File: src/hw/rtl/pasl_pkg.sv
// Shared types and constants for the pairing address slot table.
package pasl_pkg;

  localparam int unsigned CmdW    = 4;
  localparam int unsigned SlotW   = 4;
  localparam int unsigned AddrW   = 48;
  localparam int unsigned CharIdxW = 5;
  localparam int unsigned CharW   = 8;
  localparam int unsigned StatusW = 2;

  typedef enum logic [CmdW-1:0] {
    CmdAssign    = 4'd0,
    CmdSetEntry  = 4'd1,
    CmdForget    = 4'd2,
    CmdWipe      = 4'd3,
    CmdFindOwner = 4'd4,
    CmdReadEntry = 4'd5,
    CmdClrLabel  = 4'd6,
    CmdWrChar    = 4'd7,
    CmdRdChar    = 4'd8
  } cmd_e;

  typedef enum logic [StatusW-1:0] {
    StatusOk      = 2'd0,
    StatusBadSlot = 2'd1,
    StatusBadChar = 2'd2
  } status_e;

  localparam logic [CharW-1:0] CharPrintLo = 8'h20;
  localparam logic [CharW-1:0] CharPrintHi = 8'h7F;
  localparam logic [CharW-1:0] CharSubst   = 8'h5F; // '_'

endpackage

File: src/hw/rtl/pairing_address_slot_table.sv
// Pairing address slot table: slot addresses, occupied marks and label store.
//
// Usage: one command request enters on the in_ channel (cmd, slot, address,
// char_index, char_value) and gives exactly one result on the out_ channel
// (status, found, owner_slot, occupied_out, address_out, char_out, any_empty).
// For each request the accept cycle issues the read of the label memory, and
// the next cycle evaluates the command, updates the state and loads the
// output register. A new request is not taken while one is being evaluated,
// as the read of the label memory is registered.
// Addresses and occupied marks sit in flops so find owner compares every slot
// in parallel. Label characters live in a synchronous RAM of
// NUM_SLOTS*LABEL_LEN bytes; a valid bit per character (cleared at reset and
// by clear label, set entry, forget, wipe or an address change on assign)
// makes an unwritten character read as zero, so no clearing pass is needed.
// Reset empties the table and drops any request in flight.
// While the receiver stalls the result is held in the output register and
// in_ready_o stays low, so nothing is lost or overtaken.
module pairing_address_slot_table #(
  parameter int unsigned NUM_SLOTS = 4,
  parameter int unsigned LABEL_LEN = 16
) (
  input  logic                            clk_i,
  input  logic                            rst_ni,
  input  logic                            in_valid_i,
  output logic                            in_ready_o,
  input  logic [pasl_pkg::CmdW-1:0]       cmd_i,
  input  logic [pasl_pkg::SlotW-1:0]      slot_i,
  input  logic [pasl_pkg::AddrW-1:0]      address_i,
  input  logic [pasl_pkg::CharIdxW-1:0]   char_index_i,
  input  logic [pasl_pkg::CharW-1:0]      char_value_i,
  output logic                            out_valid_o,
  input  logic                            out_ready_i,
  output logic [pasl_pkg::StatusW-1:0]    status_o,
  output logic                            found_o,
  output logic [pasl_pkg::SlotW-1:0]      owner_slot_o,
  output logic                            occupied_out_o,
  output logic [pasl_pkg::AddrW-1:0]      address_out_o,
  output logic [pasl_pkg::CharW-1:0]      char_out_o,
  output logic                            any_empty_o
);
  import pasl_pkg::*;

  localparam int unsigned Depth = NUM_SLOTS * LABEL_LEN;
  localparam int unsigned MemAw = (Depth > 1) ? $clog2(Depth) : 1;
  localparam int unsigned SIdxW = (NUM_SLOTS > 1) ? $clog2(NUM_SLOTS) : 1;

  // slot flops
  logic [AddrW-1:0]     slot_addr_q [NUM_SLOTS];
  logic [AddrW-1:0]     slot_addr_d [NUM_SLOTS];
  logic [NUM_SLOTS-1:0] occ_q, occ_d;
  logic [Depth-1:0]     lbl_vld_q, lbl_vld_d;

  // label RAM
  logic [CharW-1:0]     lbl_mem [Depth];
  logic [CharW-1:0]     rdata_q;
  logic                 mem_we;
  logic [CharW-1:0]     mem_wdata;

  // request held for the evaluate cycle
  logic                 busy_q;
  logic [CmdW-1:0]      cmd_q;
  logic [SlotW-1:0]     slot_q;
  logic [AddrW-1:0]     addr_q;
  logic [CharIdxW-1:0]  ci_q;
  logic [CharW-1:0]     cv_q;
  logic [MemAw-1:0]     flat_q;
  logic [MemAw-1:0]     flat_in;

  // output register
  logic                 out_valid_q;
  logic [StatusW-1:0]   status_q, status_d;
  logic                 found_q, found_d;
  logic [SlotW-1:0]     owner_q, owner_d;
  logic                 occ_out_q, occ_out_d;
  logic [AddrW-1:0]     aout_q, aout_d;
  logic [CharW-1:0]     cout_q, cout_d;
  logic                 any_empty_q;

  logic                 in_acc;
  logic                 slot_ok, ci_ok, uses_slot, is_char_cmd;
  logic [SIdxW-1:0]     sidx;

  function automatic logic [CharW-1:0] sanitize(input logic [CharW-1:0] c);
    logic [CharW-1:0] r;
    if (c == '0) r = '0;
    else if (c >= CharPrintLo && c < CharPrintHi) r = c;
    else r = CharSubst;
    return r;
  endfunction

  assign in_ready_o = !busy_q && (!out_valid_q || out_ready_i);
  assign in_acc     = in_valid_i && in_ready_o;
  assign flat_in    = MemAw'(int'(slot_i) * LABEL_LEN + int'(char_index_i));

  assign slot_ok     = 32'(slot_q) < NUM_SLOTS;
  assign ci_ok       = 32'(ci_q) < LABEL_LEN;
  assign sidx        = SIdxW'(slot_q);
  assign is_char_cmd = (cmd_q == CmdWrChar) || (cmd_q == CmdRdChar);
  assign uses_slot   = (cmd_q <= CmdForget) ||
                       ((cmd_q >= CmdReadEntry) && (cmd_q <= CmdRdChar));

  always_comb begin
    slot_addr_d = slot_addr_q;
    occ_d       = occ_q;
    lbl_vld_d   = lbl_vld_q;
    mem_we      = 1'b0;
    mem_wdata   = sanitize(cv_q);
    status_d    = StatusOk;
    found_d     = 1'b0;
    owner_d     = '0;
    occ_out_d   = 1'b0;
    aout_d      = '0;
    cout_d      = '0;
    if (uses_slot && !slot_ok) begin
      status_d = StatusBadSlot;
    end else if (is_char_cmd && !ci_ok) begin
      status_d = StatusBadChar;
    end else begin
      unique case (cmd_e'(cmd_q))
        CmdAssign: begin
          if (slot_addr_q[sidx] != addr_q) begin
            for (int j = 0; j < LABEL_LEN; j++) begin
              lbl_vld_d[MemAw'(int'(sidx) * LABEL_LEN + j)] = 1'b0;
            end
          end
          slot_addr_d[sidx] = addr_q;
          occ_d[sidx]       = 1'b1;
        end
        CmdSetEntry: begin
          for (int j = 0; j < LABEL_LEN; j++) begin
            lbl_vld_d[MemAw'(int'(sidx) * LABEL_LEN + j)] = 1'b0;
          end
          slot_addr_d[sidx] = addr_q;
          occ_d[sidx]       = 1'b1;
        end
        CmdForget: begin
          for (int j = 0; j < LABEL_LEN; j++) begin
            lbl_vld_d[MemAw'(int'(sidx) * LABEL_LEN + j)] = 1'b0;
          end
          slot_addr_d[sidx] = '0;
          occ_d[sidx]       = 1'b0;
        end
        CmdWipe: begin
          for (int i = 0; i < NUM_SLOTS; i++) begin
            slot_addr_d[i] = '0;
          end
          occ_d     = '0;
          lbl_vld_d = '0;
        end
        CmdFindOwner: begin
          // scan downwards so the lowest match wins
          for (int i = NUM_SLOTS - 1; i >= 0; i--) begin
            if (occ_q[i] && slot_addr_q[i] == addr_q) begin
              found_d = 1'b1;
              owner_d = SlotW'(i);
            end
          end
        end
        CmdReadEntry: begin
          occ_out_d = occ_q[sidx];
          aout_d    = slot_addr_q[sidx];
        end
        CmdClrLabel: begin
          for (int j = 0; j < LABEL_LEN; j++) begin
            lbl_vld_d[MemAw'(int'(sidx) * LABEL_LEN + j)] = 1'b0;
          end
        end
        CmdWrChar: begin
          mem_we            = 1'b1;
          lbl_vld_d[flat_q] = 1'b1;
        end
        CmdRdChar: begin
          cout_d = lbl_vld_q[flat_q] ? rdata_q : '0;
        end
        default: ;
      endcase
    end
  end

  always_ff @(posedge clk_i) begin
    if (busy_q && mem_we) lbl_mem[flat_q] <= mem_wdata;
    if (in_acc) rdata_q <= lbl_mem[flat_in];
  end

  always_ff @(posedge clk_i) begin
    if (in_acc) begin
      cmd_q  <= cmd_i;
      slot_q <= slot_i;
      addr_q <= address_i;
      ci_q   <= char_index_i;
      cv_q   <= char_value_i;
      flat_q <= flat_in;
    end
    if (busy_q) begin
      status_q    <= status_d;
      found_q     <= found_d;
      owner_q     <= owner_d;
      occ_out_q   <= occ_out_d;
      aout_q      <= aout_d;
      cout_q      <= cout_d;
      any_empty_q <= ~&occ_d;
    end
  end

  always_ff @(posedge clk_i or negedge rst_ni) begin
    if (!rst_ni) begin
      busy_q      <= 1'b0;
      out_valid_q <= 1'b0;
      occ_q       <= '0;
      lbl_vld_q   <= '0;
      for (int i = 0; i < NUM_SLOTS; i++) begin
        slot_addr_q[i] <= '0;
      end
    end else begin
      busy_q <= in_acc;
      if (busy_q) begin
        out_valid_q <= 1'b1;
        occ_q       <= occ_d;
        lbl_vld_q   <= lbl_vld_d;
        slot_addr_q <= slot_addr_d;
      end else if (out_ready_i) begin
        out_valid_q <= 1'b0;
      end
    end
  end

  assign out_valid_o    = out_valid_q;
  assign status_o       = status_q;
  assign found_o        = found_q;
  assign owner_slot_o   = owner_q;
  assign occupied_out_o = occ_out_q;
  assign address_out_o  = aout_q;
  assign char_out_o     = cout_q;
  assign any_empty_o    = any_empty_q;

endmodule
File: config.mk
export PLATFORM = sky130hd
export DESIGN_NAME = pairing_address_slot_table
export DESIGN_NICKNAME = d
export VERILOG_FILES = /design/src/hw/rtl/pasl_pkg.sv /design/src/hw/rtl/pairing_address_slot_table.sv
export SDC_FILE = /design/constraint.sdc
export NUM_CORES = 1
export LEC_CHECK = 0
export BUFFER_PORTS_ARGS = -buffer_cell sky130_fd_sc_hd__buf_2
export CAP_MARGIN = 20
export CORE_UTILIZATION = 55
export DETAILED_ROUTE_END_ITERATION = 10
export PLACE_DENSITY_LB_ADDON = 0.12
export SLEW_MARGIN = 5
export SYNTH_ARGS = -nofsm -noshare
export SYNTH_HDL_FRONTEND = slang
export SYNTH_SLANG_ARGS = --single-unit
export TNS_END_PERCENT = 20
File: constraint.sdc
create_clock -name clk_i -period 8.3 [get_ports clk_i]
set_input_delay 0.83 -clock clk_i [delete_from_list [all_inputs] [get_ports clk_i]]
set_output_delay 0.83 -clock clk_i [all_outputs]
set_load 0.01 [all_outputs]
After elaboration in Yosys (flattened, before gate mapping)
Memory sizes are Yosys's and may differ from the RTL's. A register that Yosys moved wholly into a read port is not among the register bits.
Cells that the tools add are included.

word-level totals
  memories = 1
  output and inout port bits = 67
  bits of input ports = 73
  logic and storage cells = 267
  bits in writable memories = 512
  flip-flop bits (word level) = 402

cells by class
  reduce and logical (&&, ||, !) cells = 54
  magnitude comparators = 45
  $add $sub $neg = 16
  mux-type cells = 69
  equal/unequal tests = 14
  bitwise logic cells = 45

memories
  name     depth  width  rd ports  clocked after memory_dff  write ports  line                              source
  lbl_mem  64     8      1         1                         1            pairing_address_slot_table.sv:54  logic [CharW-1:0] lbl_mem [Depth];

operator list
  operator             count
  $and 64x64->64       16
  $not 64->64          15
  $pmux 192 s3         1
  $pmux 64 s4          1
  $and 192x192->192    1
  $bwmux 192           1
  $eq 48x48->1         4
  $not 192->192        1
  $mux 48              3
  $lt 6x7->1 const B   17
  $ge 6x1->1 const B   17
  $bmux 48 s2          1
  $demux 1 s6          16
  $demux 48 s2         1
  $mux 64              1
  $not 49->64          1
  $or 64x64->64        1
  $add 6x4->6 const B  8
  $ne 48x48->1         1
  $mux 1               32
  $logic_and 1x1->1    30
  $add 6x3->6 const B  4
  $eq 4x3->1 const B   4
  $mux 8               2
  other kinds (43)     64

Depth between registers and ports, before layout
  depth in word-level cells = 23
  depth in mapped cells = 12
  gate-level depth less buffers = 8

Least setup slack after synthesis
OpenSTA, ideal clock, no wires.

  path type = reg2reg
  from = reg cv_q[6]
  to = mem lbl_mem[0][6], data pin
  path buffers = 0
  arrival time = 5.765 ns
  period minus slack after synthesis = 6.477 ns
  required time = 7.588 ns
  setup slack = 1.823 ns
  library setup time = 0.712 ns
  stages on the path, launching flop included = 5
  cells stage by stage = edfxtp_1 nand4_1 nor2_1 nor3b_1 a21boi_0

on the way
  cells in the longest elaborated chain, start to end = 4
  elaborated cells between the ends (all ways) = 6
  those cells by class = order compare (2); mux (2); reduce/logical (2)

ends and longest elaborated chain
  what                                      line                               source
  from (decl)                               pairing_address_slot_table.sv:65   logic [CharW-1:0] cv_q;
  from (signal assigned)                    pairing_address_slot_table.sv:191  cv_q <= char_value_i;
  $ge 8x6->1 or $lt 8x7->1 (tied branches)  pairing_address_slot_table.sv:86   else if (c >= CharPrintLo && c < CharPrintHi) r = c;
  $logic_and 1x1->1                         pairing_address_slot_table.sv:86
  $mux 8                                    pairing_address_slot_table.sv:86
  $mux 8 (*)                                pairing_address_slot_table.sv:85   if (c == '0) r = '0;
  via mem_wdata[6]                          pairing_address_slot_table.sv:57   logic [CharW-1:0] mem_wdata;
  to (decl)                                 pairing_address_slot_table.sv:54

Mark *: on every way through the listed nets, which the timed path passes. The rest lies on a longest branch.

Worst setup path in the final report
  from = reg cmd_q[1]
  to = mem lbl_mem[7][5] (enable)

on the way
  cells in the longest elaborated chain, start to end = 8
  elaborated cells between the ends (all ways) = 16
  those cells by class = order compare (3); eq/ne (2); mux (5); reduce/logical (6)

ends and longest elaborated chain
  what                                                   line                                                                  source
  from (decl)                                            pairing_address_slot_table.sv:61                                      logic [CmdW-1:0] cmd_q;
  from (signal assigned)                                 pairing_address_slot_table.sv:187                                     cmd_q <= cmd_i;
  $ge 4x3->1 (tied with other cells)                     pairing_address_slot_table.sv:100                                     ((cmd_q >= CmdReadEntry) && (cmd_q <= CmdRdChar));
  $logic_and 1x1->1 or $logic_or 1x1->1 (tied branches)  pairing_address_slot_table.sv:100, pairing_address_slot_table.sv:98
  $logic_or 1x1->1 or $logic_and 1x1->1 (tied branches)  pairing_address_slot_table.sv:99, pairing_address_slot_table.sv:116
  $logic_and 1x1->1 or $mux 1 (tied branches)            pairing_address_slot_table.sv:114, pairing_address_slot_table.sv:116
  $mux 1 (*)                                             pairing_address_slot_table.sv:114                                     if (uses_slot && !slot_ok) begin
  $logic_and 1x1->1 (*)                                  pairing_address_slot_table.sv:181                                     if (busy_q && mem_we) lbl_mem[flat_q] <= mem_wdata;
  $mux 1 (*)                                             pairing_address_slot_table.sv:181
  $mux 1 (not written as such) (*)                       pairing_address_slot_table.sv:181

Mark *: on every way between the ends. The rest lies on a longest branch, timed or not.

==> impl_metrics.json <==
{
  "outcome": "finished clean",
  "grt_start_max_net_pins": 160,
  "fin_util_pct": 62.7,
  "post-route-min-period_ns": 4.65,
  "numPortBuffers": 137,
  "instances_no_fill": 3532,
  "rr_startpoint": "cmd_q[1]$_DFFE_PP_",
  "worstHoldPathType": "primary input to async pin",
  "worst_path_largest_cell_delay_ns": 0.96,
  "detail_route.wl_per_cell_um": 29.5,
  "power_density_nw_per_um2": 244,
  "number_of_global_route_vias_before_repair": 22700,
  "detailedPlacementHpwl_um": 67000,
  "crit_slowest_cell": "sky130_fd_sc_hd__nor2_1",
  "dpl-instance-area_um2": 41000,
  "power.net_switching_mw": 2.66,
  "pwr-share-clk_pct": 39.8,
  "synth_top_cell_by_area": "sky130_fd_sc_hd__edfxtp_1",
  "endpoint_kind": "register",
  "drt-vias-per-instance": 6.43,
  "timing.fmax_mhz": 215,
  "async_reset_ff_share_pct": 28.6,
  "worst-setup-path-type": "register to register",
  "cts_inserted_buffers": 95,
  "synth.ff_latch_count": 916,
  "drv_slew": 0,
  "p_total_mw": 10.8,
  "globalRouteOverflowTotal": 0,
  "maxSlewHeadroom_pct": 25.0,
  "synth.yosys.seq_area_share_pct": 66.7,
  "critical_path.startpoint_type": "register",
  "die_height_um": 269,
  "initial_antenna_violation_count": 2,
  "syn_to_final_growth_pct": 12.4,
  "finalCritPeriodShare_pct": 56.0,
  "yosysUniqueCellTypes": 72,
  "route.vias.total": 22700,
  "ys_top_cells_by_area": "sky130_fd_sc_hd__edfxtp_1, sky130_fd_sc_hd__dfrtp_1, sky130_fd_sc_hd__mux4_2",
  "clk_pin_slew_worst_paths_ns": 0.06,
  "final_area_um2": 44200,
  "final_setup_violations": 0,
  "grt_pass1_wl_um": 154000,
  "start_util_pct": 55.8,
  "final_common_cell": "sky130_fd_sc_hd__edfxtp_1",
  "core.rowCount": 97,
  "dpl.cell_count": 3351,
  "cts-htree-levels": 3,
  "postCtsResizedCells": 0,
  "final.setup.worst_slack_ns": 3.65,
  "yosysWarnings": 0,
  "nNetsFinal": 2584,
  "gp_congestion": 0.946,
  "predominant_post_synthesis_flop_cell": "sky130_fd_sc_hd__edfxtp_1",
  "placement_setup_slack_ns": 3.64,
  "worst_ep_arrival_time_ns": 4.91,
  "timing.reg2reg.worst_path_depth": 7,
  "cts.hold.buffers_added": 0,
  "max_slew.worst_pin.slew_ns": 1.12,
  "tritoncts_clock_tree": "done",
  "worst-endpoint-required_ns": 8.56,
  "fin_tns_setup_ns": 0,
  "antenna_left": 0,
  "synth.top_cell.area_share_pct": 50.0,
  "clock_insertion_delay_worst_skew_ns": 0.66,
  "swShare_pct": 24.7,
  "drive_gt1_share_pct": 22.8,
  "most_frequent_cells_in_the_layout": "sky130_fd_sc_hd__edfxtp_1, sky130_fd_sc_hd__dfrtp_1, sky130_fd_sc_hd__mux4_2",
  "worst_hold_slack_ns": 0.197,
  "post_cts_buffers": 0,
  "vdd.ir_drop.worst_mv": 0.196,
  "path_common_cell": "sky130_fd_sc_hd__nor2_1",
  "setup_slack_on_the_worst_flop_to_flop_path_ns": 3.65,
  "skew_ns": 0.0291,
  "boundaryPins": 140,
  "p_comb_share_pct": 10.0,
  "detail_route.first_pass.iterations": 5,
  "cell_internal_pwr_mw": 8.10,
  "synth_enable_flop_cells": 654,
  "syn_area_um2": 39300,
  "post-route-drc-count": 0,
  "syn-mean-instance-area_um2": 16.7,
  "layout.filler_cells": 5175,
  "critical_path.max_fanout": 17,
  "fp.dieArea_um2": 72500,
  "final_hold_viol_count": 0,
  "critical_path.cell_chain": "or3b_2 -> nand4b_1 -> inv_1 -> nor2_1 -> nor4b_1 -> nand3_1 -> nor2_1",
  "die_w_um": 269,
  "root_buffer": "sky130_fd_sc_hd__clkbuf_16",
  "total_of_max_cap_violations": 0,
  "clkSinkCount": 916,
  "grt_util_all_layers_pct": 29.0,
  "seq_power_share_pct": 50.2,
  "worst_r2r_endpoint": "lbl_mem[7][5]$_DFFE_PP_",
  "wl_um": 104000,
  "clk_path_buf_depth": 3,
  "detailedRoute.firstIterationViolations": 2654,
  "grt_setup_unrepaired": "false",
  "post_synth_inst_count": 2353,
  "placeableCoreArea_um2": 70400,
  "static-leakage-power_nw": 16.3
}
critical path: cells and delay by family, from the launching register on:
family                 cells  cell delay, ns
flip-flops                 1            0.62
buffers and inverters      1            0.14
AND/OR/NAND/NOR            6            3.49
routing by layer:
layer	vias to the layer above	wire, um	GRT usage (%)
li1	9491	-	-
met1	12000	43700	42.4
met2	1080	49100	45.0
met3	179	8740	5.99
met4	2	2580	7.28
met5	-	13	0
how the worst max path moves through the flow:
stage                                   from                      end  slack [ns]
after floorplan            cv_q[6]$_DFFE_PP_  lbl_mem[0][6]$_DFFE_PP_        1.82
after global placement    cmd_q[1]$_DFFE_PP_  lbl_mem[7][2]$_DFFE_PP_        3.79
after detailed placement  cmd_q[1]$_DFFE_PP_  lbl_mem[7][2]$_DFFE_PP_        3.64
after CTS                 cmd_q[1]$_DFFE_PP_  lbl_mem[7][5]$_DFFE_PP_        3.64
after global routing      cmd_q[1]$_DFFE_PP_  lbl_mem[7][2]$_DFFE_PP_        3.38
final                     cmd_q[1]$_DFFE_PP_  lbl_mem[7][5]$_DFFE_PP_        3.65
cells in the mapped netlist, types with 5 or more instances:
library cell,instances
sky130_fd_sc_hd__o21a_1,6
sky130_fd_sc_hd__a22o_1,196
sky130_fd_sc_hd__dfrtp_1,262
sky130_fd_sc_hd__o32ai_1,8
sky130_fd_sc_hd__a211oi_1,20
sky130_fd_sc_hd__and2_1,53
sky130_fd_sc_hd__nand4_1,21
sky130_fd_sc_hd__nand2_1,37
sky130_fd_sc_hd__and3_1,6
sky130_fd_sc_hd__a21oi_1,71
sky130_fd_sc_hd__buf_6,8
sky130_fd_sc_hd__nor3_1,12
sky130_fd_sc_hd__a221oi_1,5
sky130_fd_sc_hd__mux4_2,197
sky130_fd_sc_hd__o21ai_0,9
sky130_fd_sc_hd__edfxtp_1,654
sky130_fd_sc_hd__buf_4,6
sky130_fd_sc_hd__nand3_1,16
sky130_fd_sc_hd__xor2_1,168
sky130_fd_sc_hd__mux2i_1,45
sky130_fd_sc_hd__a31oi_1,10
sky130_fd_sc_hd__nand2b_1,5
sky130_fd_sc_hd__inv_1,20
sky130_fd_sc_hd__xnor2_1,52
sky130_fd_sc_hd__mux2_2,15
sky130_fd_sc_hd__nor4_1,41
sky130_fd_sc_hd__mux4_1,8
sky130_fd_sc_hd__buf_2,13
sky130_fd_sc_hd__nor2_2,40
sky130_fd_sc_hd__nor2_1,116
sky130_fd_sc_hd__buf_1,24
sky130_fd_sc_hd__nor2b_1,6
sky130_fd_sc_hd__o22ai_1,7
sky130_fd_sc_hd__clkbuf_1,123
power groups by stage:
stage / Sequential, mW / Clock [mW] / Combinational, mW
2_1_floorplan: 5.37 / 0 / 0.719
3_3_place_gp: 5.47 / 0 / 1.05
3_5_place_dp: 5.48 / 0 / 1.06
4_1_cts: 5.39 / 4.34 / 1.06
5_1_grt: 5.42 / 4.52 / 1.14
6_report: 5.40 / 4.29 / 1.08
kinds of logic (layout without fill, tap and decap cells):
logic type	after synthesis	count (layout)	synth area share, %
compound gates	378	378	7.70
xor+xnor	220	220	4.90
fa+ha+maj	1	1	0.0318
buf+inv	197	370	2.22
flops	916	916	66.7
mux	265	265	13.4
other cells	1	67	0.00954
simple gates	375	375	5.06
area by class of cell:
type                    count  area (um2)  area share (%)
flip-flops and latches    916       26200            59.3
multi-input cells        1305       12500            28.4
clock buffers             127        2620            5.94
well taps                 940        1180            2.66
repair buffers            171        1020            2.31
clock inverters            51         539            1.22
inverters                  21        78.8           0.178
diodes                      1        2.50         0.00567
(Power assumes the default switching activity.)
